--- config.mk ---
export PLATFORM = sky130hd
export DESIGN_NAME = hsc_front
export DESIGN_NICKNAME = d
export VERILOG_FILES = /design/src/hw/rtl/hsc_pkg.sv /design/src/hw/rtl/hsc_front.sv
export SDC_FILE = /design/constraint.sdc
export NUM_CORES = 1
export LEC_CHECK = 0
export BUFFER_PORTS_ARGS = -buffer_cell sky130_fd_sc_hd__buf_2
export CORE_UTILIZATION = 30
export DETAILED_ROUTE_END_ITERATION = 8
export HOLD_SLACK_MARGIN = 0.08
export PLACE_DENSITY_LB_ADDON = 0.15
export SLEW_MARGIN = 5
export SYNTH_ARGS = -nofsm -noshare
export SYNTH_HDL_FRONTEND = slang
export SYNTH_SLANG_ARGS = --single-unit
--- constraint.sdc ---
create_clock -name clk -period 8.1 [get_ports clk]
set_input_delay 0.405 -clock clk [delete_from_list [all_inputs] [get_ports clk]]
set_output_delay 0.405 -clock clk [all_outputs]
set_load 0.01 [all_outputs]
--- src/hw/rtl/hsc_pkg.sv ---
// ---------------------------------------------------------------------------
// hsc_pkg
// Shared types and constants for the HSV shift and contrast pixel pipeline.
// ---------------------------------------------------------------------------
package hsc_pkg;

  typedef struct packed {
    logic [7:0] alpha_in;
    logic [7:0] red_in;
    logic [7:0] green_in;
    logic [7:0] blue_in;
    logic       in_target;
  } in_item_t;

  typedef struct packed {
    logic [7:0] alpha_out;
    logic [7:0] red_out;
    logic [7:0] green_out;
    logic [7:0] blue_out;
  } out_item_t;

  typedef struct packed {
    logic signed [8:0] hue_offset;
    logic signed [7:0] saturation_shift;
    logic signed [7:0] brightness_shift;
    logic signed [7:0] contrast_shift;
  } cfg_t;

  typedef enum logic [1:0] {
    CFG_HUE_OFFSET       = 2'd0,
    CFG_SATURATION_SHIFT = 2'd1,
    CFG_BRIGHTNESS_SHIFT = 2'd2,
    CFG_CONTRAST_SHIFT   = 2'd3
  } cfg_idx_t;

  localparam int CFG_DATA_W = 9;

  // sideband that follows every item down the pipe
  typedef struct packed {
    out_item_t pix;
    logic      pass;
  } px_side_t;

  typedef struct packed {
    px_side_t   px;
    logic       grey;
    logic [7:0] val;
  } div_side_t;

  // divider geometry
  localparam int DIV_STG   = 4;
  localparam int DIV_NUM_W = 25;
  localparam int HUE_DEN_W = 16;
  localparam int HUE_QW    = 12;
  localparam int SAT_DEN_W = 9;
  localparam int SAT_QW    = 16;

  localparam int FAC_W   = 23;
  localparam int LATENCY = 15;

endpackage

--- src/hw/rtl/hsc_front.sv ---
// ---------------------------------------------------------------------------
// hsc_front
// Max/min and hue sector of the pixel, then the dividend and divisor for
// hue and saturation.
// ---------------------------------------------------------------------------
module hsc_front (
  input  logic                           clk,
  input  logic                           rst_n,
  input  logic                           in_valid,
  input  hsc_pkg::in_item_t              in_item,
  input  hsc_pkg::cfg_t                  cfg,
  output logic                           div_valid,
  output hsc_pkg::div_side_t             div_side,
  output logic [hsc_pkg::DIV_NUM_W-1:0]  hue_num,
  output logic [hsc_pkg::HUE_DEN_W-1:0]  hue_den,
  output logic [hsc_pkg::DIV_NUM_W-1:0]  sat_num,
  output logic [hsc_pkg::SAT_DEN_W-1:0]  sat_den
);
  import hsc_pkg::*;

  typedef enum logic [1:0] {
    SEC_RED   = 2'd0,
    SEC_GREEN = 2'd1,
    SEC_BLUE  = 2'd2
  } sector_t;

  logic [7:0] mx, mn;
  sector_t    sec;
  logic       pass;

  logic       vld_r;
  in_item_t   pix_r;
  logic [7:0] mx_r, d_r;
  sector_t    sec_r;
  logic       pass_r;

  logic signed [11:0] nt;
  logic signed [11:0] d12;
  logic [10:0]        n;

  always_comb begin
    mx = in_item.red_in;
    if (in_item.green_in > mx) mx = in_item.green_in;
    if (in_item.blue_in > mx)  mx = in_item.blue_in;
    mn = in_item.red_in;
    if (in_item.green_in < mn) mn = in_item.green_in;
    if (in_item.blue_in < mn)  mn = in_item.blue_in;
    // red wins ties, then green
    if (mx == in_item.red_in)        sec = SEC_RED;
    else if (mx == in_item.green_in) sec = SEC_GREEN;
    else                             sec = SEC_BLUE;
    pass = (cfg == '0) || !in_item.in_target || (in_item.alpha_in == 8'd0);
  end

  always_ff @(posedge clk) begin
    if (!rst_n) begin
      vld_r <= 1'b0;
    end else begin
      vld_r <= in_valid;
    end
  end

  always_ff @(posedge clk) begin
    pix_r  <= in_item;
    mx_r   <= mx;
    d_r    <= mx - mn;
    sec_r  <= sec;
    pass_r <= pass;
  end

  // hue numerator in sectors times d, wrapped for the red sector
  always_comb begin
    d12 = $signed({4'b0, d_r});
    case (sec_r)
      SEC_RED: begin
        nt = $signed({4'b0, pix_r.green_in}) - $signed({4'b0, pix_r.blue_in});
        if (nt < 0) nt = nt + 12'sd6 * d12;
      end
      SEC_GREEN: nt = 12'sd2 * d12 + $signed({4'b0, pix_r.blue_in})
                      - $signed({4'b0, pix_r.red_in});
      SEC_BLUE:  nt = 12'sd4 * d12 + $signed({4'b0, pix_r.red_in})
                      - $signed({4'b0, pix_r.green_in});
      default:   nt = '0;
    endcase
    n = nt[10:0];
  end

  // hue = floor((12000 n + d) / (200 d)); s16 = floor((131070 d + M) / (2 M))
  assign hue_num = DIV_NUM_W'(n) * DIV_NUM_W'(12000) + DIV_NUM_W'(d_r);
  assign hue_den = HUE_DEN_W'(d_r) * HUE_DEN_W'(200);
  assign sat_num = DIV_NUM_W'(d_r) * DIV_NUM_W'(131070) + DIV_NUM_W'(mx_r);
  assign sat_den = {mx_r, 1'b0};

  assign div_valid = vld_r;
  always_comb begin
    div_side.px.pix.alpha_out = pix_r.alpha_in;
    div_side.px.pix.red_out   = pix_r.red_in;
    div_side.px.pix.green_out = pix_r.green_in;
    div_side.px.pix.blue_out  = pix_r.blue_in;
    div_side.px.pass          = pass_r;
    div_side.grey             = (d_r == 8'd0);
    div_side.val              = mx_r;
  end

endmodule

# Word level (Yosys, flattened, before mapping)
# Index checks and enable logic that the tools add are counted.
[totals] word_cells=45 reg_bits=52 in_bits=69 out_inout_bits=118
[classes] order_cmp=5 n_eq_ne=4 add_sub_neg=9 mux=7 n_reduce_logical=7 multipliers=4
[op_table] operator="adder 25 x 8 -> 25 bit" count=2
[op_table] operator="logical NOT 33 bit" count=1
[op_table] operator="case mux 11 bit (3 select lines)" count=1
[op_table] operator="two-way mux 8 bit" count=4
[op_table] operator="multiplier 8 x 16 -> 24 bit, second input constant" count=1
[op_table] operator="multiplier 11 x 9 -> 20 bit, second input constant" count=1
[op_table] operator="equality test 8 bit" count=2
[op_table] operator="> comparator 8 bit" count=2
[op_table] operator="logical NOT 8 bit" count=2
[op_table] operator="less-than comparator 8 bit" count=2
[op_table] operator="multiplier 8 x 5 -> 13 bit, second input constant" count=1
[op_table] operator="adder 10 x 8 -> 11 bit" count=1
[op_table] operator="adder 9 x 11 -> 11 bit" count=1
[op_table] operator="two-way mux 11 bit" count=1
[op_table] operator="subtractor 10 x 8 -> 11 bit" count=1
[op_table] operator="subtractor 11 x 8 -> 11 bit" count=1
[op_table] operator="adder 9 x 8 -> 10 bit" count=1
[op_table] operator="multiplier 2 x 8 -> 10 bit, first input constant" count=1
[op_table] operator="less-than comparator 9 x 1 -> 1 bit, second input constant" count=1
[op_table] operator="subtractor 8 x 8 -> 9 bit" count=1
[op_table] operator="subtractor 8 bit" count=1
[op_table] operator="equality test 2 x 1 -> 1 bit, second input constant" count=1
[op_table] operator="equality test 2 bit, second input constant" count=1
[op_table] operator="logical NOT 2 bit" count=1
[op_table] operator="3 further kinds" count=4

# Logic depth before layout (Yosys ltp)
# Gate-level depths: netlist (run 1).
[depth] word_depth=6 depth_mapped=33 mapped_depth_nobuf=33

# Worst setup path after synthesis (run 1)
# Ideal clock, no wire load.
[synth_path] path_kind="reg-to-output" start="register pix_r (netlist bit div_side[18])" end="output hue_num[21] (netlist name)" n_path_buf=1 arrival_ns=7.508 t_required_ns=7.695 stages_incl_launch_ff=33 path_slack_ns=0.187 path_cell_list="dfxtp_1 -> inv_1 -> ha_1 -> fa_1 -> nor2b_1 -> o21a_1 -> o211a_1 -> a211oi_1 -> or3_4 -> buf_6 -> ha_1 -> a21oi_1 -> o21ai_0 -> xor2_1 -> and3_1 -> or3_1 -> fa_1 -> inv_1 -> fa_1 -> inv_1 -> fa_1 -> inv_1 -> fa_1 -> inv_1 -> ha_1 -> o21ai_1 -> a221oi_2 -> a21oi_1 -> xnor2_1 -> nand3_1 -> or2_1 -> nor4_2 -> xnor2_1"
[synth_between] elab_chain_len=6 elab_cells_between_ends=8 cone_classes="4 x add/sub; 1 x mul; 1 x order compare; 2 x mux"
[synth_rtl] element="from (decl)" line_no="hsc_front.sv:32" text="in_item_t pix_r;"
[synth_rtl] element="from (signal assigned)" line_no="hsc_front.sv:64" text="pix_r <= in_item;"
[synth_rtl] element="subtractor 8 x 8 -> 9 bit" line_no="hsc_front.sv:76" text="nt = $signed({4'b0, pix_r.green_in}) - $signed({4'b0, pix_r.blue_in});"
[synth_rtl] element="adder 9 x 11 -> 11 bit / less-than comparator 9 x 1 -> 1 bit (equally long branches)" line_no="hsc_front.sv:77" text="if (nt < 0) nt = nt + 12'sd6 * d12;"
[synth_rtl] element="two-way mux 11 bit" line_no="hsc_front.sv:77"
[synth_rtl] element="case mux 11 bit (3 select lines) (*)" line_no="hsc_front.sv:74" text="case (sec_r)"
[synth_rtl] element="multiplier 11 x 9 -> 20 bit (*)" line_no="hsc_front.sv:89" text="assign hue_num = DIV_NUM_W'(n) * DIV_NUM_W'(12000) + DIV_NUM_W'(d_r);"
[synth_rtl] element="adder 25 x 8 -> 25 bit (*)" line_no="hsc_front.sv:89"
[synth_rtl] element="to (decl)" line_no="hsc_front.sv:14" text="output logic [hsc_pkg::DIV_NUM_W-1:0] hue_num,"
# Mark *: on every way between the ends. The rest lies on a longest branch, timed or not.

# Worst setup path in the final report (run 1)
[layout_path] start="register pix_r (netlist bit div_side[18])" end="output hue_num[20] (netlist name)"
# The elaborated chain is that of the path after synthesis.

==> metrics.md, run 1 <==
| Metric | Value |
|---|---|
| Worst Hold Class | `input pin to flip-flop` |
| GRT Overall Usage | `16.0%` |
| Total core area | `35900 µm²` |
| Synthesized cell area | `11100 µm²` |
| Largest net degree at the start of global routing | `26` |
| CTS tree | `yes` |
| Vias in the first global route | `9338` |
| Post-DR vias/cell | `4.75` |
| Clock buffer depth | `2` |
| Tcrit/Tclk final | `100%` |
| Grt ovf | `0` |
| Max stage delay on crit path | `0.54 ns` |
| Htree depth | `2` |
| Max-Slew Margin vs Limit | `37.1%` |
| DR iter-0 viols | `296` |
| RSZ-0062 raised after global routing | `true` |
| Worst Setup End Kind | `output port` |
| CP endpoint | `hue_num[20]` |
| Max frequency | `123 MHz` |
| Chip width | `194 µm` |
| Post-route cell area | `13500 µm²` |
| Setup WS post-layout | `-0.00735 ns` |
| Dominant synthesized flop cell | `dfxtp_1` |
| Initial core utilization | `30.8%` |
| GP Congestion | `0.881` |
| Setup WS pre-CTS | `-0.0997 ns` |
| Slowest CP cell | `fa_1` |
| Critical path class | `flip-flop to output port` |
| Synthesized flop and latch total | `52` |
| Instance count of the mapped netlist | `1258` |
| Vias | `9242` |
| Most common cell after layout, fill and taps aside | `inv_1` |
| Initial antenna violation count | `0` |
| Final setup violation count | `1` |
| Crit. Startpoint | `div_side[18]` |
| Slew @ Worst Pin | `0.944 ns` |
| Area Overhead vs Synth | `22.1%` |
| Global-route wire length before repair | `48700 µm` |
| Violated checks | `setup timing` |
| Placed insts | `1916` |
| HPWL Detailed | `26300 µm` |
| Sequential area share after synthesis | `9.42%` |
| CTS Buf Count | `5` |
| Number of port buffers | `182` |
| Routed WL per cell | `15.6 µm` |
| Antenna diodes | `0` |
| Crit-path max FO | `4` |
| Startpoint types | `flip-flop` |
| Core Rows | `69` |
| Die height | `194 µm` |
| Arrival @ worst endpoint | `7.70 ns` |
| Yosys cell types | `90` |
| ANT nets after route | `0` |
| Multi-input gate area | `9440 µm²` |
| Flip-flop and latch area | `1050 µm²` |
| Max-cap viol count | `0` |
| CTS hold repair buffers | `0` |
| Final nets | `1851` |
| DRT Pass-1 Iters | `5` |
| # fillers | `3770` |
| Layout cells sized above 1 | `25.5%` |
| Post-Syn Area per Cell | `8.79 µm²` |
| Post-route DRC violation count | `0` |
| Fin crit period | `8.11 ns` |
| Final WL | `30300 µm` |
| Die area | `37600 µm²` |
| CTS sink cnt | `52` |
| Ys Warns | `0` |
| Post-DP Area | `12700 µm²` |
| Worst-path clk slew | `0.07 ns` |
| Non-Filler Instances | `1946` |
| WP data required | `7.70 ns` |
| I/O pins | `187` |
| Number of synthesized flops with an enable pin | `0` |
| CP most frequent cell | `ha_4` |
| Final slew viol count | `0` |
| Status | `complete, but fails checks` |
| Commonest cells after routing, fill and taps aside | `204 x inv_1, 186 x ha_1, 182 x buf_2, 95 x fa_1, 75 x xnor2_1` |
| Clock Tree Root | `clkbuf_16` |
| Final Hold Viols | `0` |
| Async set or reset register ratio after synthesis | `0%` |
area by class of cell:
type,instances,share of cell area [%]
clock buffers,7,1.06
well taps,461,4.27
inverters,214,5.95
multi-input cells,956,69.9
clock inverters,1,0.0556
flip-flops and latches,52,7.75
repair buffers,255,11.0
kinds of logic after synthesis:
logic type | count (synthesis) | share of synthesized area (%)
simple gates | 249 | 11.9
mux | 25 | 2.31
fa+ha+maj | 298 | 40.4
other cells | 1 | 0.0339
xor+xnor | 132 | 10.5
buf+inv | 253 | 9.46
flops | 52 | 9.42
compound gates | 248 | 16.1
worst min path at each step:
| stage | start | to | slack [ns] | cells after the start |
|---|---|---|---|---|
| finish | in_item[27] | div_side[36] | 0.23 | 1 |
| global route | in_item[32] | div_side[41] | 0.22 | 1 |
| CTS | in_item[27] | div_side[36] | 0.22 | 1 |
| detailed placement | in_item[27] | div_side[36] | 0.52 | 1 |
| global placement | in_item[30] | div_side[39] | 0.52 | 1 |
| floorplan | in_item[1] | div_side[10] | 0.43 | 0 |
state kept, by name, indices dropped and copies added, names as in the netlist:
name	count
mx_r	8
div_side	32
pass_r	1
d_r	8
div_valid	1
sec_r	2
critical path, delay by kind of cell, from the launching register on:
family / cells / cell delay (ns)
XOR/XNOR: 2 / 0.29
AND/OR/NAND/NOR: 4 / 0.52
AO/OA/AOI/OAI: 10 / 2.33
flip-flops: 1 / 0.33
adder cells (fa/ha/maj): 9 / 3.17
buffers and inverters: 8 / 0.78
metal layers:
layer  GRT usage [%]  up-vias  wire length [µm]
met2            27.3      196             14000
met1            22.3     4334             14900
met4            2.20        0               273
met5               0        -                 0
li1                -     4696                 -
met3            1.36       16              1090
synthesized netlist by cell type (5+ instances only):
cell / count / area share (%)
a211oi_1: 12 / 0.81
a21boi_0: 5 / 0.34
a21o_1: 21 / 1.4
a21oi_1: 68 / 3.1
a21oi_2: 5 / 0.40
and2_1: 8 / 0.45
buf_4: 22 / 1.5
clkbuf_1: 9 / 0.31
dfxtp_1: 52 / 9.4
fa_1: 98 / 18
ha_1: 200 / 23
inv_1: 213 / 7.2
mux2i_1: 21 / 1.9
nand2_1: 41 / 1.4
nand2b_1: 10 / 0.57
nand3_1: 15 / 0.68
nand4_1: 10 / 0.57
nor2_1: 70 / 2.4
nor2b_1: 15 / 0.85
nor3_1: 28 / 1.3
nor4_1: 11 / 0.62
o211ai_1: 7 / 0.48
o21a_1: 15 / 1.0
o21ai_0: 35 / 1.6
o21bai_1: 8 / 0.54
o22ai_1: 5 / 0.28
o31ai_1: 5 / 0.34
or3_1: 7 / 0.40
xnor2_1: 85 / 6.7
xor2_1: 47 / 3.7
timing repair:
action,4_1_cts,5_1_grt
pin swaps,27,44
hold endpoints to repair,0,0
setup endpoints to repair,7,10
resized for setup,27,72
setup buffers,10,12
metrics by stage:
stage                     TNS [ns]  hold WS (ns)  util (%)
final                     -0.00735         0.225      37.6
after CTS                  -0.0354         0.217      36.3
after floorplan                  0         0.433         -
after global placement           0         0.524      35.3
after detailed placement    -0.173         0.523      35.3
after global routing         -1.60         0.218      37.6
Power of run 1 is left out: the tool's default activity adds up to more than one toggle a clock period on the data nets, which glitch-free logic cannot reach.
==> run 2: changes to the inputs <==
Settings changed: PLACE_DENSITY_LB_ADDON 0.15 to default.
==> metrics.md, run 2 (synthesis gave the netlist of run 1 again) <==
| Metric | Value |
|---|---|
| HPWL Detailed | `25400 µm (-3.6%)` |
| Final WL | `29600 µm (-2.2%)` |
| Worst Hold Class | `input pin to flip-flop` |
| GRT Overall Usage | `15.6% (-0.41 points)` |
| Arrival @ worst endpoint | `7.66 ns (-0.04 ns)` |
| Slew @ Worst Pin | `1.01 ns (+0.0675 ns)` |
| Final slew viol count | `0 (unchanged)` |
| Largest net degree at the start of global routing | `26 (unchanged)` |
| ANT nets after route | `0 (unchanged)` |
| Max frequency | `124 MHz (+0.54%)` |
| Commonest cells after routing, fill and taps aside | `206 x inv_1, 190 x ha_1, 182 x buf_2, 95 x fa_1, 80 x xnor2_1` |
| Area Overhead vs Synth | `19.7%` |
| CTS sink cnt | `52 (unchanged)` |
| Multi-input gate area | `9340 µm² (-1.0%)` |
| Worst Setup End Kind | `output port` |
| Fin crit period | `8.06 ns (-0.0433 ns)` |
| Non-Filler Instances | `1924 (-1.1%)` |
| Slowest CP cell | `fa_1` |
| Final Hold Viols | `0 (unchanged)` |
| Total core area | `35900 µm² (unchanged)` |
| Routing usage on met2 | `26.9% (-0.39 points)` |
| Global routing usage on met3 | `1.44% (+0.087 points)` |
| Max stage delay on crit path | `0.53 ns (about the same)` |
| Clock Tree Root | `clkbuf_16` |
| Most common cell after layout, fill and taps aside | `inv_1` |
| Status | `finished, final reports clean` |
| CTS tree | `yes` |
| Placed insts | `1897 (-0.99%)` |
| Clock buffer depth | `2 (unchanged)` |
| Core Rows | `69 (unchanged)` |
| CTS Buf Count | `5 (unchanged)` |
| Global-route wire length before repair | `47800 µm (-1.8%)` |
| DR iter-0 viols | `464 (+57%)` |
| Max-Slew Margin vs Limit | `32.6% (-4.5 points)` |
| CP most frequent cell | `fa_1` |
| I/O pins | `187 (unchanged)` |
| Post-route DRC violation count | `0 (unchanged)` |
| Startpoint types | `flip-flop` |
| Antenna diodes | `0 (unchanged)` |
| Final nets | `1829 (-1.2%)` |
| GP Congestion | `0.902 (+2.4%)` |
| # fillers | `3754 (-0.42%)` |
| Flip-flop and latch area | `1050 µm² (+0.60%)` |
| Htree depth | `2 (unchanged)` |
| RSZ-0062 raised after global routing | `true` |
| Die height | `194 µm (unchanged)` |
| Number of port buffers | `182 (unchanged)` |
| Crit-path max FO | `4 (unchanged)` |
| Fin util | `36.8% (-0.73 points)` |
| Routing usage on met1 | `21.0% (-1.3 points)` |
| Vias in the first global route | `9242 (-1.0%)` |
| Max reg flops | `32 (unchanged)` |
| Initial core utilization | `30.8% (unchanged)` |
| Tcrit/Tclk final | `99.6% (-0.53 points)` |
| Vias | `9311 (+0.75%)` |
| WP data required | `7.70 ns (about the same)` |
| Initial antenna violation count | `0 (unchanged)` |
| Final setup violation count | `0 (-1)` |
| DRT Pass-1 Iters | `5 (unchanged)` |
| Max-cap viol count | `0 (unchanged)` |
| CTS hold repair buffers | `0 (unchanged)` |
| Die area | `37600 µm² (unchanged)` |
| Worst-path clk slew | `0.08 ns (about the same)` |
| Post-DR vias/cell | `4.84 (+1.9%)` |
| Layout cells sized above 1 | `23.4% (-2.1 points)` |
| Busiest layer in global routing | `met2` |
| Routed WL per cell | `15.4 µm (-1.1%)` |
| Critical path class | `flip-flop to output port` |
| Grt ovf | `0 (unchanged)` |
| Chip width | `194 µm (unchanged)` |
[run 2: cell types whose count changed in the layout (fill, tap and decap cells not counted), moves of 4 or more]
| cell | before | now |
|---|---|---|
| ha_1 | 186 | 190 |
| xnor2_1 | 75 | 80 |
| buf_4 | 69 | 50 |
| xnor2_2 | 9 | 5 |
[run 2: final cells by class]
cell class              instances  share of cell area (%)
clock buffers                   5                   0.945
well taps                     461                    4.36
repair buffers                233                    9.87
multi-input cells             956                    70.6
inverters                     214                    6.07
flip-flops and latches         52                    7.95
clock inverters                 3                   0.208
[run 2: stage by stage]
step | worst slack [ns] | instance area [µm²] | hold WS [ns] | setup TNS, ns
finish | 0.0359 | 13200 | 0.217 | 0
global route | -0.344 | 13200 | 0.210 | -2.00
CTS | -0.0170 | 12900 | 0.212 | -0.0170
detailed placement | -0.0334 | 12600 | 0.524 | -0.0959
global placement | 0.113 | 12600 | 0.523 | 0
floorplan | 0.187 | 11100 | 0.433 | 0
[run 2: what timing repair did]
item | 4_1_cts | 5_1_grt
gates resized for setup | 29 | 54
setup buffers | 10 | 9
pin swaps | 25 | 17
endpoints found under the setup margin | 7 | 10
[run 2: final timing paths]
kind,from,depth (start not counted),slack [ns],endpoint
max,div_side[18],35,0.04,hue_num[21]
min,in_item[27],1,0.22,div_side[36]
[run 2: routing by layer]
| metal | up-vias | share of wire (%) |
|---|---|---|
| li1 | 4653 | - |
| met3 | 28 | 4.4 |
| met1 | 4385 | 46 |
| met4 | 0 | 1.7 |
| met5 | - | 0 |
| met2 | 245 | 48 |
[run 2: critical path, delay by kind of cell, from the launching register on]
| kind | cells | cell delay (ns) |
|---|---|---|
| compound gates | 7 | 1.21 |
| xor+xnor | 4 | 0.66 |
| fa+ha+maj | 8 | 3.11 |
| buf+inv | 7 | 0.55 |
| flops | 1 | 0.33 |
| simple gates | 9 | 1.48 |
Power of run 2 is left out for the same reason.
